### src/hdl/fatlb_pkg.sv
package fatlb_pkg;

   // default geometry
   localparam int ENTRIES_DEF     = 64;
   localparam int OFFSET_BITS_DEF = 12;
   localparam int TAG_BITS_DEF    = 20;

   // fixed field widths
   localparam int ADDR_W     = 32;
   localparam int PAGE_W     = 20;
   localparam int REQ_DATA_W = 56;   // 32 + 20 bits, padded to whole bytes
   localparam int RSP_DATA_W = 32;

   // victim LFSR (Galois, shift right)
   localparam int              LFSR_W    = 16;
   localparam logic [LFSR_W-1:0] LFSR_SEED = 16'hACE1;
   localparam logic [LFSR_W-1:0] LFSR_TAPS = 16'hB400;

   typedef struct packed {
      logic load;        // capture request beat, restart scan
      logic scan;        // step the tag scan
      logic take_hit;    // latch page from matching entry
      logic take_miss;   // fill an entry with the walked page
      logic publish;     // move result into the output register
   } fatlb_cmd_type;

   typedef struct packed {
      logic match;         // entry under compare hits
      logic scan_end;      // all valid entries compared, no hit
      logic victim_ready;  // victim remainder settled
      logic out_free;      // output register can take a result
   } fatlb_status_type;

   function automatic logic [LFSR_W-1:0] lfsr_step(input logic [LFSR_W-1:0] s);
      return (s >> 1) ^ (s[0] ? LFSR_TAPS : '0);
   endfunction

endpackage

### src/hdl/fatlb_ctrl.sv
module fatlb_ctrl
   import fatlb_pkg::*;
(
   input  logic             clock,
   input  logic             reset,
   input  logic             req_tvalid,
   output logic             req_tready,
   input  fatlb_status_type status,
   output fatlb_cmd_type    cmd
);

   typedef enum logic [2:0] {
      ST_IDLE = 3'b001,
      ST_SCAN = 3'b010,
      ST_DONE = 3'b100
   } state_type;

   state_type state_ff, state_in;

   always_comb begin
      state_in   = state_ff;
      cmd        = '0;
      req_tready = 1'b0;
      case (state_ff)
         ST_IDLE: begin
            req_tready = 1'b1;
            if (req_tvalid) begin
               cmd.load = 1'b1;
               state_in = ST_SCAN;
            end
         end
         ST_SCAN: begin
            cmd.scan = 1'b1;
            if (status.match) begin
               cmd.take_hit = 1'b1;
               state_in     = ST_DONE;
            end else if (status.scan_end && status.victim_ready) begin
               cmd.take_miss = 1'b1;
               state_in      = ST_DONE;
            end
         end
         ST_DONE: begin
            if (status.out_free) begin
               cmd.publish = 1'b1;
               state_in    = ST_IDLE;
            end
         end
         default: begin
            state_in = ST_IDLE;
         end
      endcase
   end

   always_ff @(posedge clock) begin
      if (reset) begin
         state_ff <= ST_IDLE;
      end else begin
         state_ff <= state_in;
      end
   end

endmodule

### src/hdl/fatlb_datapath.sv
module fatlb_datapath
   import fatlb_pkg::*;
#(
   parameter int ENTRIES     = ENTRIES_DEF,
   parameter int OFFSET_BITS = OFFSET_BITS_DEF,
   parameter int TAG_BITS    = TAG_BITS_DEF
) (
   input  logic                  clock,
   input  logic                  reset,
   input  logic [REQ_DATA_W-1:0] req_tdata,
   output logic [RSP_DATA_W-1:0] rsp_tdata,
   output logic                  rsp_tuser,
   output logic                  rsp_tvalid,
   input  logic                  rsp_tready,
   input  fatlb_cmd_type         cmd,
   output fatlb_status_type      status
);

   localparam int IDX_W  = $clog2(ENTRIES);
   localparam int CNT_W  = $clog2(ENTRIES + 1);
   localparam int PA_W   = PAGE_W + OFFSET_BITS;

   // reciprocal of ENTRIES, exact for any 16-bit LFSR value
   localparam int RCP_SH  = LFSR_W + IDX_W;
   localparam int RCP_W   = LFSR_W + 2;
   localparam int MUL_W   = LFSR_W + RCP_W;
   localparam int BACK_W  = LFSR_W + CNT_W;
   localparam int RCP_INT = (1 << RCP_SH) / ENTRIES + 1;
   localparam logic [RCP_W-1:0] RCP = RCP_W'(RCP_INT);

   // request fields
   logic [ADDR_W-1:0]          req_addr;
   logic [PAGE_W-1:0]          req_walked;
   logic [ADDR_W+TAG_BITS-1:0] addr_ext;

   assign req_addr   = req_tdata[ADDR_W-1:0];
   assign req_walked = req_tdata[ADDR_W +: PAGE_W];
   assign addr_ext   = {{TAG_BITS{1'b0}}, req_addr};

   logic [TAG_BITS-1:0]    tag_ff;
   logic [OFFSET_BITS-1:0] offset_ff;
   logic [PAGE_W-1:0]      walked_ff;

   always_ff @(posedge clock) begin
      if (cmd.load) begin
         tag_ff    <= addr_ext[OFFSET_BITS +: TAG_BITS];
         offset_ff <= req_addr[OFFSET_BITS-1:0];
         walked_ff <= req_walked;
      end
   end

   // entry stores; valid entries always form a prefix, so a fill count stands
   // in for the valid bits
   logic [TAG_BITS-1:0] tag_mem  [ENTRIES];
   logic [PAGE_W-1:0]   page_mem [ENTRIES];
   logic [TAG_BITS-1:0] tag_q_ff;
   logic [PAGE_W-1:0]   page_q_ff;

   logic [CNT_W-1:0] count_ff, count_in;
   logic [CNT_W-1:0] rd_idx_ff, rd_idx_in;
   logic             chk_ff, chk_in;
   logic             in_range, full;
   logic [IDX_W-1:0] victim;

   assign in_range = rd_idx_ff < count_ff;
   assign full     = count_ff == CNT_W'(ENTRIES);

   always_ff @(posedge clock) begin
      if (cmd.take_miss) begin
         tag_mem[victim]  <= tag_ff;
         page_mem[victim] <= walked_ff;
      end
      tag_q_ff  <= tag_mem[rd_idx_ff[IDX_W-1:0]];
      page_q_ff <= page_mem[rd_idx_ff[IDX_W-1:0]];
   end

   always_comb begin
      rd_idx_in = rd_idx_ff;
      chk_in    = 1'b0;
      if (cmd.load) begin
         rd_idx_in = '0;
      end else if (cmd.scan) begin
         chk_in = in_range;
         if (in_range) begin
            rd_idx_in = rd_idx_ff + CNT_W'(1);
         end
      end
      count_in = count_ff;
      if (cmd.take_miss && !full) begin
         count_in = count_ff + CNT_W'(1);
      end
   end

   assign status.match    = chk_ff && (tag_q_ff == tag_ff);
   assign status.scan_end = !chk_ff && !in_range;

   // victim LFSR and remainder by ENTRIES: quotient by reciprocal multiply in
   // the cycle after the load, remainder in the cycle after that
   logic [LFSR_W-1:0] lfsr_ff, lfsr_in;
   logic [LFSR_W-1:0] quo_ff, quo_in;
   logic [IDX_W-1:0]  rem_ff, rem_in;
   logic              quo_busy_ff, quo_busy_in;
   logic              rem_busy_ff, rem_busy_in;
   logic [MUL_W-1:0]  quo_prod;
   logic [BACK_W-1:0] back_prod, rem_diff;

   assign quo_prod  = MUL_W'(lfsr_ff) * MUL_W'(RCP);
   assign back_prod = BACK_W'(quo_ff) * BACK_W'(ENTRIES);
   assign rem_diff  = BACK_W'(lfsr_ff) - back_prod;

   always_comb begin
      lfsr_in     = lfsr_ff;
      quo_in      = quo_ff;
      rem_in      = rem_ff;
      quo_busy_in = cmd.load;
      rem_busy_in = quo_busy_ff;
      if (cmd.load) begin
         lfsr_in = lfsr_step(lfsr_ff);
      end
      if (quo_busy_ff) begin
         quo_in = LFSR_W'(quo_prod >> RCP_SH);
      end
      if (rem_busy_ff) begin
         rem_in = rem_diff[IDX_W-1:0];
      end
   end

   assign status.victim_ready = !quo_busy_ff && !rem_busy_ff;
   assign victim = full ? rem_ff : count_ff[IDX_W-1:0];

   // result and output register
   logic [PAGE_W-1:0] res_page_ff;
   logic              res_hit_ff;
   logic [ADDR_W-1:0] out_pa_ff;
   logic              out_hit_ff;
   logic              out_valid_ff, out_valid_in;
   logic [PA_W-1:0]   pa_wide;

   assign pa_wide = {res_page_ff, offset_ff};

   always_ff @(posedge clock) begin
      if (cmd.take_hit) begin
         res_page_ff <= page_q_ff;
         res_hit_ff  <= 1'b1;
      end else if (cmd.take_miss) begin
         res_page_ff <= walked_ff;
         res_hit_ff  <= 1'b0;
      end
      if (cmd.publish) begin
         out_pa_ff  <= ADDR_W'(pa_wide);
         out_hit_ff <= res_hit_ff;
      end
   end

   always_comb begin
      out_valid_in = out_valid_ff;
      if (cmd.publish) begin
         out_valid_in = 1'b1;
      end else if (rsp_tready) begin
         out_valid_in = 1'b0;
      end
   end

   assign status.out_free = !out_valid_ff || rsp_tready;
   assign rsp_tvalid      = out_valid_ff;
   assign rsp_tdata       = out_pa_ff;
   assign rsp_tuser       = out_hit_ff;

   always_ff @(posedge clock) begin
      if (reset) begin
         count_ff     <= '0;
         rd_idx_ff    <= '0;
         chk_ff       <= 1'b0;
         lfsr_ff      <= LFSR_SEED;
         quo_ff       <= '0;
         rem_ff       <= '0;
         quo_busy_ff  <= 1'b0;
         rem_busy_ff  <= 1'b0;
         out_valid_ff <= 1'b0;
      end else begin
         count_ff     <= count_in;
         rd_idx_ff    <= rd_idx_in;
         chk_ff       <= chk_in;
         lfsr_ff      <= lfsr_in;
         quo_ff       <= quo_in;
         rem_ff       <= rem_in;
         quo_busy_ff  <= quo_busy_in;
         rem_busy_ff  <= rem_busy_in;
         out_valid_ff <= out_valid_in;
      end
   end

endmodule

### src/hdl/fully_assoc_tlb_random_replace_unit.sv
// Fully associative TLB with random replacement. Each request beat carries a
// linear address and the physical page a page walk would return for it; each
// response beat gives the translated physical address and, in tuser, a hit
// flag. Entries are looked up in index order, one per cycle, through the
// single read port of the tag/page store, so a hit on entry i is found only
// after entries 0 .. i-1 have been compared. A miss compares every filled
// entry and waits for the victim remainder (quotient step, then remainder
// step). A miss fills the lowest free entry, or once the buffer is full,
// the entry given by a 16-bit LFSR modulo ENTRIES; the LFSR steps once
// per accepted beat, hit or miss. Reset empties the buffer at once (fill
// count cleared, no sweep). A finished response sits in an output register
// while the next beat is being accepted and looked up.
module fully_assoc_tlb_random_replace_unit
   import fatlb_pkg::*;
#(
   parameter int ENTRIES     = ENTRIES_DEF,      // 2 .. 256
   parameter int OFFSET_BITS = OFFSET_BITS_DEF,  // 8 .. 16
   parameter int TAG_BITS    = TAG_BITS_DEF      // 16 .. 24
) (
   input  logic                  clock,
   input  logic                  reset,
   // request: [31:0] linear_address, [51:32] walked_page, [55:52] zero
   input  logic [REQ_DATA_W-1:0] req_tdata,
   input  logic                  req_tvalid,
   output logic                  req_tready,
   // response: [31:0] physical_address
   output logic [RSP_DATA_W-1:0] rsp_tdata,
   // response: [0] hit
   output logic                  rsp_tuser,
   output logic                  rsp_tvalid,
   input  logic                  rsp_tready
);

   fatlb_cmd_type    cmd;
   fatlb_status_type status;

   // sequencer: idle / scan / hand-off
   fatlb_ctrl u_ctrl (
      .clock      (clock),
      .reset      (reset),
      .req_tvalid (req_tvalid),
      .req_tready (req_tready),
      .status     (status),
      .cmd        (cmd)
   );

   // entry store, compare, victim pick and output register
   fatlb_datapath #(
      .ENTRIES     (ENTRIES),
      .OFFSET_BITS (OFFSET_BITS),
      .TAG_BITS    (TAG_BITS)
   ) u_datapath (
      .clock      (clock),
      .reset      (reset),
      .req_tdata  (req_tdata),
      .rsp_tdata  (rsp_tdata),
      .rsp_tuser  (rsp_tuser),
      .rsp_tvalid (rsp_tvalid),
      .rsp_tready (rsp_tready),
      .cmd        (cmd),
      .status     (status)
   );

endmodule
### config.mk
export PLATFORM = sky130hd
export DESIGN_NAME = fully_assoc_tlb_random_replace_unit
export DESIGN_NICKNAME = d
export VERILOG_FILES = /design/src/hdl/fatlb_pkg.sv /design/src/hdl/fatlb_ctrl.sv /design/src/hdl/fatlb_datapath.sv /design/src/hdl/fully_assoc_tlb_random_replace_unit.sv
export SDC_FILE = /design/constraint.sdc
export NUM_CORES = 2
export LEC_CHECK = 0
export ABC_AREA = 1
export BUFFER_PORTS_ARGS = -buffer_cell sky130_fd_sc_hd__clkbuf_2
export CAP_MARGIN = 20
export CORE_UTILIZATION = 45
export CTS_CLUSTER_SIZE = 14
export DETAILED_ROUTE_END_ITERATION = 10
export SLEW_MARGIN = 10
export SYNTH_ARGS = -nofsm -noshare
export SYNTH_HDL_FRONTEND = slang
export SYNTH_HIERARCHICAL = 1
export SYNTH_SLANG_ARGS = --single-unit
### constraint.sdc
create_clock -name clock -period 8.4 [get_ports clock]
set_input_delay 1.26 -clock clock [delete_from_list [all_inputs] [get_ports clock]]
set_output_delay 1.26 -clock clock [all_outputs]
set_load 0.01 [all_outputs]
# [Word level (Yosys, flattened, before mapping)]
# Memory sizes are Yosys's and may differ from the RTL's. A register that Yosys moved wholly into a read port is not among the register bits.
# Index checks and enable logic that the tools add are counted.
# W data, S select, Z words.
[word_totals] register_bits=149 mem_bits_rw=2560 out_inout_bits=35 elab_cells=72 n_memories=2
[op_classes] n_addsub=3 order_cmp=1 eq_ne=8 n_mux=22 n_bitwise=2 reduce_logical=18
[memory_table] name="u_datapath.page_mem" words=64 width=20 read_ports=1 rd_clocked_by_memory_dff=1 wr=1 line="fatlb_datapath.sv:55" text="logic [PAGE_W-1:0] page_mem [ENTRIES];"
[memory_table] name="u_datapath.tag_mem" words=64 width=20 read_ports=1 rd_clocked_by_memory_dff=1 wr=1 line="fatlb_datapath.sv:54" text="logic [TAG_BITS-1:0] tag_mem [ENTRIES];"
[ops] op="$mux W20" n=2
[ops] op="$eq A20 B20 Y1" n=1
[ops] op="$mux W16" n=1
[ops] op="$xor A15 B16 Y16" n=1
[ops] op="$mux W3" n=5
[ops] op="$add A7 B1 Y7 const B" n=2
[ops] op="$mux W1" n=12
[ops] op="$pmux W3 S3" n=1
[ops] op="$eq A7 B7 Y1 const B" n=1
[ops] op="$lt A7 B7 Y1" n=1
[ops] op="$logic_not A1 Y1" n=6
[ops] op="$mux W6" n=1
[ops] op="$sub A6 B1 Y6 const B" n=1
[ops] op="$logic_and A1 B1 Y1" n=5
[ops] op="$ne A2 B2 Y1 const B" n=2
[ops] op="$reduce_bool A2 Y1" n=2
[ops] op="$eq A3 B1 Y1 const B" n=1
[ops] op="$eq A3 B2 Y1 const B" n=1
[ops] op="$eq A3 B3 Y1 const B" n=1
[ops] op="$ne A3 B2 Y1 const B" n=1
[ops] op="$reduce_and A3 Y1" n=1
[ops] op="$reduce_or A3 Y1" n=1
[ops] op="$reduce_and A2 Y1" n=1
[ops] op="$reduce_or A2 Y1" n=1
[ops] op="2 further kinds" n=2

# [Logic depth before layout (Yosys ltp)]
[logic_depth] word_depth=9 depth_mapped=18 ltp_nobuf=17

# [By module]
# Netlist, hierarchy kept.
[modules_own_cells] mod="fatlb_datapath" n_inst=1 cells_per_inst=10676 area_per_inst_um2=114559.9 seq_area_each_um2=81648.3
[modules_own_cells] mod="fatlb_ctrl" n_inst=1 cells_per_inst=36 area_per_inst_um2=206.4 seq_area_each_um2=60.1

# [Worst setup path after synthesis]
# No wires, ideal clock.
[synth_path] path_type="in2reg" startpoint="input rsp_tready" endpoint="register u_datapath.out_pa_ff[0] (netlist: u_datapath/rsp_tdata[0]), enable pin" setup_ps=509 arrival_time_ps=4609 required_time_ps=7891 setup_slack_ps=3282 path_stages=4 path_buffers=0 cell_sequence="inv_1 -> nand2_1 -> inv_1 -> nor4_1"
[synth_rtl] item="start, declared" line="fully_assoc_tlb_random_replace_unit.sv:31" text="input logic rsp_tready"
[synth_rtl] item="end signal, assigned" line="fatlb_datapath.sv:150" text="out_pa_ff <= ADDR_W'(pa_wide);"
[synth_rtl] item="end, declared" line="fatlb_datapath.sv:134" text="logic [ADDR_W-1:0] out_pa_ff;"

==> summary.txt <==
outcome -> finished clean
Compound-Gate Fraction of Synth Area -> 0.0217
Post-Synth XOR/XNOR Area -> 0.00130
Post-Layout Cell Count -> 14317
Starting DRT DRC Count -> 8157
Row Count -> 185
Root Buffer -> clkbuf_16
post-synthesis area per instance -> 10.7 sq um
number of global-route vias before repair -> 71418
setup TNS -> 0 ns
CTS tree -> yes
critical path type -> reg2reg
Max Clock Freq -> 165 MHz
Synth Area in Adders -> 0.000981
DIE AREA -> 257000 sq um
Worst Skew -> 0.0719 ns
initial antenna violation count -> 18
setup repair bufs after CTS -> 0
Hold Crit Start -> u_datapath/quo_busy_ff
largest family of logic cells by synthesized area -> simple AND/OR/NAND/NOR gates
drc violations -> 0
total core area -> 254000 sq um
Yosys top cell by area -> edfxtp_1
Worst setup SP type -> flop
die height -> 507 um
post-synthesis cell type count -> 38
Seq. cell area -> 81700 sq um
fin nets -> 10803
Syn. warnings -> 6
DRT antenna net count -> 0
area share of the leading cell type in the synthesized netlist -> 0.697
register bit count reported by yosys -> 2749
Die W -> 507 um
synthesis-to-finish area growth -> 11.6%
Clock Pin Slew Worst Setup and Hold Paths -> 0.07 ns
mux share of post-synthesis cell area -> 0
CTS Buf Count -> 303
Synth area leaders -> edfxtp_1 (70%), nand2_1 (12%), nand3_1 (5.2%)
TritonRoute pass-1 iters -> 7
vias per cell -> 5.29
CP required -> 8.95 ns
clk sinks -> 2749
Finish-stage setup viols -> 0
post-CTS resize count -> 0
CTS Buffer Depth -> 4
Power Dens Cells -> 225 nW/um^2
Total GRT Usage -> 0.244
class of the worst hold path -> reg2reg
Fillers -> 21961
Final Hold Viols -> 0
RSZ-0062 raised after global routing -> false
maximum level of the CTS H-tree -> 5
Post-Syn Nets -> 10781
Post-DP HPWL -> 170 mm
post-synthesis cell count -> 10712
MaxCap Viol Count -> 0
Vias -> 75724
min Tclk post-route -> 6.07 ns
Peak VDD IR -> 196 uV
crit-path max FO -> 130
post-synthesis simple-gate area fraction -> 0.198
critical path startpoint -> u_datapath/rd_idx_ff[0]
GP Congestion -> 0.879
worst path arrival time -> 6.62 ns
cell count after placement -> 13793
CTS Hold Bufs -> 0
leak pwr -> 50.9 nW
final number of max-transition violations -> 0
Overflow after GRT -> 0
final period utilization -> 0.723
io pins -> 95
first-pass GRT wire length -> 466 mm
Rel. slew slack -> 0.185
Post-Syn Area -> 115000 sq um
number of I/O port buffers -> 90
Avg WL per Cell -> 22.2 um
reg-to-reg startpoint -> u_datapath/rd_idx_ff[0]
Initial Utilization -> 0.452
Clock Latency Late Sink -> 0.95 ns
Multi-input gate area -> 26000 sq um
WL final -> 318 mm
Seq/Total Area, Yosys -> 0.712
share of layout cells above drive strength 1 -> 0.0701
maximum number of pins on one net before global-route repair -> 202
Worst Setup End Kind -> flop
worst-margin pin slew -> 1.22 ns
==> routing by layer <==
metal | vias up | wire [um] | global-route usage
met3 | 498 | 24100 | 0.0339
met4 | 2 | 12600 | 0.0983
met1 | 37142 | 132000 | 0.335
li1 | 35149 | - | -
met5 | - | 20 | 0
met2 | 2933 | 149000 | 0.394
==> Yosys cell counts <==
cell type	n
a211oi_1	1
a21oi_1	99
a221oi_1	2
a22o_1	2
a22oi_1	5
and3_1	7
buf_1	61
buf_2	116
buf_4	48
buf_6	45
clkbuf_1	273
clkinv_1	3
dfxtp_1	84
edfxtp_1	2665
ha_1	9
inv_1	1278
inv_2	6
nand2_1	3561
nand2_2	3
nand3_1	1183
nand3_4	1
nand4_1	13
nand4_4	1
nor2_1	821
nor2_2	3
nor3_1	1
nor3_2	1
nor4_1	2
o211ai_1	10
o21a_1	1
o21ai_0	336
o21ai_1	12
o21ai_2	1
o21bai_1	1
o22ai_1	12
or2_2	28
xnor2_1	5
xor2_1	12
==> metrics by stage <==
step	power (mW)	hold slack, ns	cell area, sq um	setup WS [ns]	utilization
after floorplan	16.0	0.400	115000	3.28	-
after global placement	16.4	0.401	119000	2.38	0.467
after detailed placement	16.4	0.405	119000	2.40	0.467
after CTS	29.0	0.411	128000	2.35	0.504
after global routing	29.6	0.428	128000	2.10	0.504
final	28.8	0.411	128000	2.33	0.504
==> path summary, 6_finish.rpt <==
| kind | slack [ns] | cells past startpoint | end |
|---|---|---|---|
| setup reg to reg | 2.33 | 11 | u_datapath/tag_mem[4][5] |
| setup / recovery | 2.33 | 11 | u_datapath/tag_mem[4][5] |
| hold reg to reg | 0.41 | 2 | u_datapath/rem_busy_ff |
| hold / removal | 0.41 | 2 | u_datapath/rem_busy_ff |
==> flip-flops by register name, summed over array words and instances, names as in the netlist, 3 cells and up <==
register,cells
u_datapath/lfsr_ff,16
u_datapath/walked_ff,20
u_datapath/tag_q_ff,20
u_datapath/count_ff,7
u_datapath/page_q_ff,20
u_datapath/tag_mem,1280
u_datapath/offset_ff,12
u_datapath/tag_ff,20
u_datapath/res_page_ff,20
u_datapath/rsp_tdata,32
u_datapath/rd_idx_ff,7
u_datapath/page_mem,1280
u_datapath/rem_ff,6
u_ctrl/state_ff,3
==> kinds of logic after synthesis <==
logic type | Yosys count
AND/OR/NAND/NOR | 5625
buffers and inverters | 1830
XOR/XNOR | 17
flip-flops | 2749
AO/OA/AOI/OAI | 482
adder cells (fa/ha/maj) | 9
==> cells in the final DEF, fill, tap and decap left out, types with 3 or more instances in the layout <==
cell type | netlist | final
nand2_1 | 3561 | 3561
nand2_2 | 3 | 3
clkinv_1 | 3 | 60
inv_8 | 0 | 4
nand3_1 | 1183 | 1183
o211ai_1 | 10 | 10
or2_2 | 28 | 28
bufinv_16 | 0 | 21
o21ai_1 | 12 | 12
inv_1 | 1278 | 1274
nor2_4 | 0 | 66
a21oi_1 | 99 | 99
o21ai_0 | 336 | 336
nand4_1 | 13 | 13
and3_1 | 7 | 7
xnor2_1 | 5 | 5
clkbuf_8 | 0 | 4
edfxtp_1 | 2665 | 2665
o22ai_1 | 12 | 12
buf_4 | 48 | 155
clkbuf_16 | 0 | 314
inv_2 | 6 | 4
clkbuf_2 | 0 | 90
dfxtp_1 | 84 | 80
xor2_1 | 12 | 12
a22oi_1 | 5 | 5
ha_1 | 9 | 9
buf_12 | 0 | 12
clkinv_2 | 0 | 44
nor2_1 | 821 | 755
clkbuf_1 | 273 | 75
nor2_2 | 3 | 3
inv_6 | 0 | 4
dfxtp_4 | 0 | 3
==> critical path, stage by stage, from the launching register on <==
cell and delay, ns:
dfxtp_4 0.95, inv_8 0.44, nand2_1 0.21, nand3_1 0.10, nand2_1 0.12, nand4_4 0.16, a21oi_1 0.26, nand3_1 0.10
nor2_1 0.53, nand4_1 0.96, nor2_4 1.10, buf_4 0.58
==> final cells by class <==
cell class                 instances  area share
sequential                      2749       0.638
multi-input combinational       6133       0.203
clock buffer                     395      0.0641
inverter                        1287      0.0380
tap                             3366      0.0329
timing repair buffer             260      0.0150
clock inverter                   126     0.00862
antenna                            1   0.0000195
==> report_power, final <==
group | internal (mW) | total, mW | leakage, nW | switching, mW
sequential | 15.3 | 15.4 | 24.7 | 0.0526
combinational | 0.0918 | 0.766 | 21.6 | 0.675
clock | 7.49 | 12.7 | 4.57 | 5.19
(Power assumes the default switching activity.)
